===== config.mk =====
export PLATFORM = sky130hd
export DESIGN_NAME = dcrb_word_ram
export DESIGN_NICKNAME = d
export VERILOG_FILES = /design/src/hdl/dcrb_pkg.sv /design/src/hdl/dcrb_word_ram.sv
export SDC_FILE = /design/constraint.sdc
export NUM_CORES = 2
export LEC_CHECK = 0
export BUFFER_PORTS_ARGS = -buffer_cell sky130_fd_sc_hd__buf_2
export CORE_MARGIN = 3
export CORE_UTILIZATION = 30
export CTS_BUF_LIST = sky130_fd_sc_hd__clkbuf_4
export DETAILED_ROUTE_END_ITERATION = 10
export PLACE_DENSITY = 0.46
export SYNTH_ARGS = -nofsm -noshare
export SYNTH_HDL_FRONTEND = slang
export SYNTH_SLANG_ARGS = --single-unit

===== constraint.sdc =====
create_clock -name clk -period 3.8 [get_ports clk]
set_clock_uncertainty 0.2 [all_clocks]
set_input_delay 0.19 -clock clk [delete_from_list [all_inputs] [get_ports clk]]
set_output_delay 0.19 -clock clk [all_outputs]
set_load 0.1 [all_outputs]

===== src/hdl/dcrb_pkg.sv =====
// Shared constants, register map and helper function of the DMA channel register bank.
`default_nettype none

package dcrb_pkg;

  localparam int unsigned CHANNELS_DEF          = 8;
  localparam int unsigned WORDS_PER_CHANNEL_DEF = 16;
  localparam int unsigned DATA_W                = 32;
  localparam int unsigned ADDR_W                = 12;
  localparam int unsigned BYTES_W               = 3;
  localparam int unsigned IRQ_W                 = 8;

  localparam logic [DATA_W-1:0] ID_WORD  = 32'hD4A0_0100;
  localparam logic [DATA_W-1:0] CAP_BASE = 32'h0001_0400;

  // Global words sit in the last page of the window.
  localparam logic [ADDR_W-1:0] GLB_BASE = 12'hF00;
  localparam logic [3:0]        GLB_PAGE = 4'hF;

  // Global word numbers within the page (address bits 7:2).
  localparam logic [5:0] G_IRQ_STAT   = 6'd0;
  localparam logic [5:0] G_IRQ_EN     = 6'd1;
  localparam logic [5:0] G_ID         = 6'd2;
  localparam logic [5:0] G_CAP        = 6'd3;
  localparam logic [5:0] G_PERF_CTRL  = 6'd4;
  localparam logic [5:0] G_PERF_CYC   = 6'd5;
  localparam logic [5:0] G_PERF_RD    = 6'd6;
  localparam logic [5:0] G_PERF_WR    = 6'd7;

  // Word numbers within a channel.
  localparam int unsigned W_CTRL     = 0;
  localparam int unsigned W_STAT     = 1;
  localparam int unsigned W_SRC      = 2;
  localparam int unsigned W_XFER     = 4;
  localparam int unsigned W_ROWCNT   = 7;
  localparam int unsigned W_PLANECNT = 10;

  // Control and status bits.
  localparam int unsigned CTRL_START_B = 1;
  localparam int unsigned CTRL_MODE_LO = 3;
  localparam int unsigned CTRL_IE_B    = 7;
  localparam int unsigned PERF_EN_B    = 0;
  localparam int unsigned PERF_CLR_B   = 1;

  localparam logic [DATA_W-1:0] CTRL_START_M = 32'h0000_0002;
  localparam logic [DATA_W-1:0] STAT_BUSY_M  = 32'h0000_0001;
  localparam logic [DATA_W-1:0] STAT_DONE_M  = 32'h0000_0002;
  localparam logic [DATA_W-1:0] STAT_ERR_M   = 32'h0000_0004;

  localparam logic [1:0] MODE_ROWS   = 2'd1;
  localparam logic [1:0] MODE_PLANES = 2'd2;

  // Byte lane mask for an access width; zero bytes gives an empty mask.
  function automatic logic [DATA_W-1:0] width_mask(input logic [BYTES_W-1:0] n);
    logic [DATA_W-1:0] m;
    case (n)
      3'd0:    m = 32'h0000_0000;
      3'd1:    m = 32'h0000_00FF;
      3'd2:    m = 32'h0000_FFFF;
      3'd3:    m = 32'h00FF_FFFF;
      default: m = 32'hFFFF_FFFF;
    endcase
    return m;
  endfunction

endpackage

`default_nettype wire


===== src/hdl/dcrb_word_ram.sv =====
// Channel word memory with one write port, one registered read port and per-entry valid bits.
`default_nettype none

module dcrb_word_ram
  import dcrb_pkg::*;
#(
  parameter int unsigned DEPTH = CHANNELS_DEF * WORDS_PER_CHANNEL_DEF,
  localparam int unsigned IDX_W = $clog2(DEPTH)
) (
  input  logic              clk,
  input  logic              rst,
  input  logic              we,
  input  logic [IDX_W-1:0]  waddr,
  input  logic [DATA_W-1:0] wdata,
  input  logic [IDX_W-1:0]  raddr,
  output logic [DATA_W-1:0] rdata
);

  logic [DATA_W-1:0] mem [DEPTH];
  logic [DEPTH-1:0]  written;
  logic [DATA_W-1:0] mem_q;
  logic              hit_q;

  always_ff @(posedge clk) begin
    if (we) begin
      mem[waddr] <= wdata;
    end
    mem_q <= mem[raddr];
  end

  // An entry never written since reset reads as zero.
  always_ff @(posedge clk) begin
    if (rst) begin
      written <= '0;
      hit_q   <= 1'b0;
    end else begin
      if (we) begin
        written[waddr] <= 1'b1;
      end
      hit_q <= written[raddr];
    end
  end

  assign rdata = hit_q ? mem_q : '0;

endmodule

`default_nettype wire


After elaboration in Yosys (flattened, before gate mapping)
Memories as Yosys holds them, arrays and structs flattened. A register that Yosys moved wholly into a read port is not among the register bits.
Index checks and enable logic that the tools add are counted.
{"block": "classes", "n_mux": 7, "magnitude_cmp": 3, "reduce_logical": 1, "bitwise": 1}
{"operator": "$or A128 B128 Y128", "count": 1}
{"operator": "$mux W32", "count": 1}
{"operator": "$lt A7 B8 Y1 const B", "count": 2}
{"operator": "$bmux W1 S7", "count": 1}
{"operator": "$demux W1 S7", "count": 1}
{"operator": "$ge A7 B1 Y1 const B", "count": 1}
{"operator": "$mux W1", "count": 4}
{"operator": "$logic_and A1 B1 Y1", "count": 1}
{"block": "word_totals", "inputBits": 49, "ram_bits": 4096, "n_memories": 1, "out_inout_bits": 32, "register_bits": 129}
{"memory": "mem", "depth": 128, "width": 32, "read_ports": 1, "rd_clocked_by_memory_dff": 1, "wr": 1, "line": "dcrb_word_ram.sv:19", "source": "logic [DATA_W-1:0] mem [DEPTH];"}

Logic depth before layout (Yosys ltp)
{"block": "logic_depth", "word_depth": 5, "ltp_mapped": 12}

Worst setup path before layout
OpenSTA, ideal clock, no wires.
{"block": "synth_timing", "kind": "in2reg", "start": "input waddr[2]", "end": "memory mem[108][0] (enable)", "path_slack_ns": 0.341, "path_buffers": 2, "required_ns": 3.177, "stages": 5, "setup_ns": 0.423, "arrival_ns": 2.836, "cell_sequence": "clkbuf_1 -> or3b_2 -> or2_2 -> clkbuf_1 -> nor2_1"}
{"element": "from (decl)", "line": "dcrb_word_ram.sv:13", "source": "input logic [IDX_W-1:0] waddr,"}
{"element": "to (decl)", "line": "dcrb_word_ram.sv:19"}
Straight into the memory's write port.

==> impl_metrics.tcl <==
set metrics [dict create \
    netlist_instances 7892 \
    synth_seq_cells 4257 \
    routedWlPerCell_um 29.6 \
    status "finished with violations" \
    crit_path_start_kind "primary input" \
    crit_end "mem_q[20]$_DFF_P_" \
    synth_cell_types 42 \
    cts_tree "yes" \
    synth_flop_cell "edfxtp_1" \
    grt_usage 0.187 \
    crit_buf_inv 9 \
    drt_iter0_drc 9151 \
    slew_headroom 0.0291 \
    p_sw_w 0.0222 \
    cts_root_buf "clkbuf_4" \
    cp-end-kind "register" \
    cp_data_arrival_time_ps 5340 \
    finalWorstPathRequiredPeriod_ps 3920 \
    syn_avg_cell_area_um2 20.6 \
    die_area_um2 549000 \
    dr.pass1.iters 6 \
    cp.depth 14 \
    portBuffers 80 \
    seqPwrFrac 0.530 \
    drive_gt1_frac 0.345 \
    grt_max_degree 98 \
    instances_no_fill 17478 \
    syn_area_um2 162000 \
    hp-class "in -> reg" \
    finalSetupTns_ps -164 \
    slowest_stage "dlygate4sd3_1" \
    ff2ff_setup_slack_ps 230 \
    async_reset_ff_frac 0 \
    post_drt_via_cell_ratio 5.08 \
    hpwl_um 302000 \
    path_delay_family "buffers and inverters" \
    clk_pin_slew_ps 60 \
    critical_path.cell_chain "dlygate4sd3_1 -> dlygate4sd3_1 -> buf_2 -> dlygate4sd3_1 -> nor2b_4 -> buf_4 -> buf_4 -> nand3_1 -> dlygate4sd3_1 -> nand2_1 -> dlygate4sd3_1 -> nor4_2 -> buf_4 -> nand4bb_1" \
    cp_max_fo 29 \
    ir_worst_vdd_mv 0.330 \
    hold_viol_final 0 \
    grt_pass1_vias 92186 \
    post_cts_buffers 0 \
    seq_area_frac_synth 0.778 \
    overflow 0 \
    worstSetupStartpoint "raddr[5]" \
    antenna_found_initial 70 \
    num-fill-cells 50220 \
    cts.sinks 4257 \
    setup_violations 2 \
    insertion_delay_ps 1710 \
    drc 0 \
    r2r_end "mem_q[3]$_DFF_P_" \
    grt_setup_unrepaired "false" \
    fmax_mhz 255 \
    syn_nets 7941 \
    cts_made_buffers 1208 \
    cp_slowest_stage_delay_ps 710 \
    power.internal_w 0.0755 \
    num-nets-final 9544 \
    clockBufferDepth 5 \
    synth_enable_flop_cells 4096 \
    p_clk_frac 0.413 \
    path_common_cell "dlygate4sd3_1" \
    yosysWarnings 0 \
    ioPinCount 81 \
    p_comb_frac 0.056 \
    worst_slack_ps -118 \
    power_per_cell_area_nw_per_um2 503 \
    syn_to_final_growth_pct 19.8 \
    r2r-start "mem[86][3]$_DFFE_PP_" \
    worst_pin_slew_ps 1460 \
    sw_frac_of_total 0.227 \
    vias 88727 \
    drv_cap 0 \
    crit_required_ps 5220 \
    crit_type "in -> reg" \
    p_leak_nw 63.4 \
    rows 269 \
    fp.dieW_um 741 \
    fin_crit_sh 1.03 \
    die_h_um 741 \
    finalMaxSlewViolations 0 \
    gp_congestion 0.791 \
    violations "negative setup slack" \
    reg2reg_depth 8 \
    drt_wl_total_um 518000 \
    grt_first_pass_wirelength_um 719000 \
    ant_nets 0 \
    utilization 0.362 \
    start_util 0.302 \
    design.core.area_um2 538000 \
    numPlacedInstances 15260 \
    cts_max_level 7 \
]
-- cells by family after synthesis --
family,share of synthesized area
mux,0.149
buf+inv,0.0128
compound gates,0.0241
simple gates,0.0356
flops,0.778
-- layout by cell type (no fill, tap or decap), types with 7 or more instances in the layout --
cell,Yosys,final
mux2i_1,545,545
diode_2,0,64
bufinv_16,0,13
a21oi_1,127,124
buf_16,0,29
nor2_4,0,132
dfxtp_1,161,158
clkinv_2,0,18
clkbuf_4,0,1775
edfxtp_1,4096,4096
and2_2,0,7
nor2b_1,75,70
a32oi_1,32,32
dlygate4sd3_1,0,172
buf_4,13,437
nand4bb_1,31,31
and2_1,38,28
nor4_1,32,23
mux4_2,816,816
buf_2,133,28
buf_6,17,8
nor2_1,391,258
a221oi_1,31,31
mux2_2,33,33
inv_2,1,17
buf_12,0,174
clkinv_1,0,126
nand4_1,72,72
nor4_2,0,9
a22oi_1,306,306
o21ai_0,64,64
nand2_1,237,237
nand3_1,303,300
-- Yosys cell counts (all sizes together) (72+ instances only) --
cell | instances | area [um^2]
a22oi | 306 | 2300
mux4 | 816 | 18400
nor2b | 75 | 469
nand3 | 303 | 1520
nand2 | 237 | 890
mux2i | 545 | 5460
clkbuf | 247 | 927
nor2 | 391 | 1470
dfxtp | 161 | 3220
nand4 | 72 | 450
buf | 214 | 1150
a21oi | 127 | 636
edfxtp | 4096 | 123000
-- per-layer routing --
layer / GRT usage / wire [um] / vias up
met5: 0 / 106 / -
met1: 0.260 / 224000 / 47932
met3: 0.0335 / 34900 / 718
met2: 0.299 / 248000 / 3427
met4: 0.0614 / 11200 / 14
li1: - / - / 36636
-- layout make-up --
class	count	area [um^2]	area share
Antenna cell	64	160	0.000824
Clock buffer	1775	13300	0.0686
Tap cell	7181	8980	0.0462
Inverter	2	8.76	0.0000451
Timing Repair Buffer	854	9600	0.0494
Clock inverter	173	1010	0.00521
Multi-Input combinational cell	3172	35000	0.180
Sequential cell	4257	126000	0.649
-- worst min-delay path by stage --
| stage | from | to | cells past startpoint |
|---|---|---|---|
| after floorplan | wdata[0] | mem[0][0]$_DFFE_PP_ | 0 |
| after global placement | written[31]$_SDFFE_PP0P_ | written[31]$_SDFFE_PP0P_ | 2 |
| after detailed placement | written[46]$_SDFFE_PP0P_ | written[46]$_SDFFE_PP0P_ | 2 |
| after CTS | raddr[0] | mem_q[28]$_DFF_P_ | 8 |
| after global routing | wdata[18] | mem[8][18]$_DFFE_PP_ | 4 |
| final | raddr[0] | mem_q[2]$_DFF_P_ | 8 |
-- power by group through the flow --
stage                     sequential, W  clock, W  combinational, W
after floorplan                  0.0527         0           0.00246
after global placement           0.0528         0           0.00522
after detailed placement         0.0528         0           0.00530
after CTS                        0.0518    0.0417           0.00562
after global routing             0.0518    0.0443           0.00580
final                            0.0518    0.0404           0.00551
-- what timing repair did --
action	4_1_cts	5_1_grt
endpoints found under the setup margin	32	30
endpoints found under the hold margin	8353	0
hold buffers	211	0
resized for setup	28	10
-- worst reg2reg max path, stage by stage, from the launching register on --
cell	delay (ps)
edfxtp_1	360
mux4_2	460
dlygate4sd3_1	570
nor2b_1	130
dlygate4sd3_1	550
nor4_1	230
dlygate4sd3_1	590
buf_4	230
nand4bb_1	170
-- registers in the layout (all words and copies together), names as in the netlist --
register  count
mem_q        32
hit_q         1
written     128
mem        4096
-- stage by stage --
step	worst slack (ps)	area, um^2	hold slack (ps)	total power, W
after floorplan	341	162000	88.9	0.0551
after global placement	-1400	177000	244	0.0580
after detailed placement	-438	177000	253	0.0581
after CTS	6.72	194000	2.87	0.0992
after global routing	18.5	194000	136	0.102
final	-118	194000	248	0.0977
(Power assumes the default switching activity.)
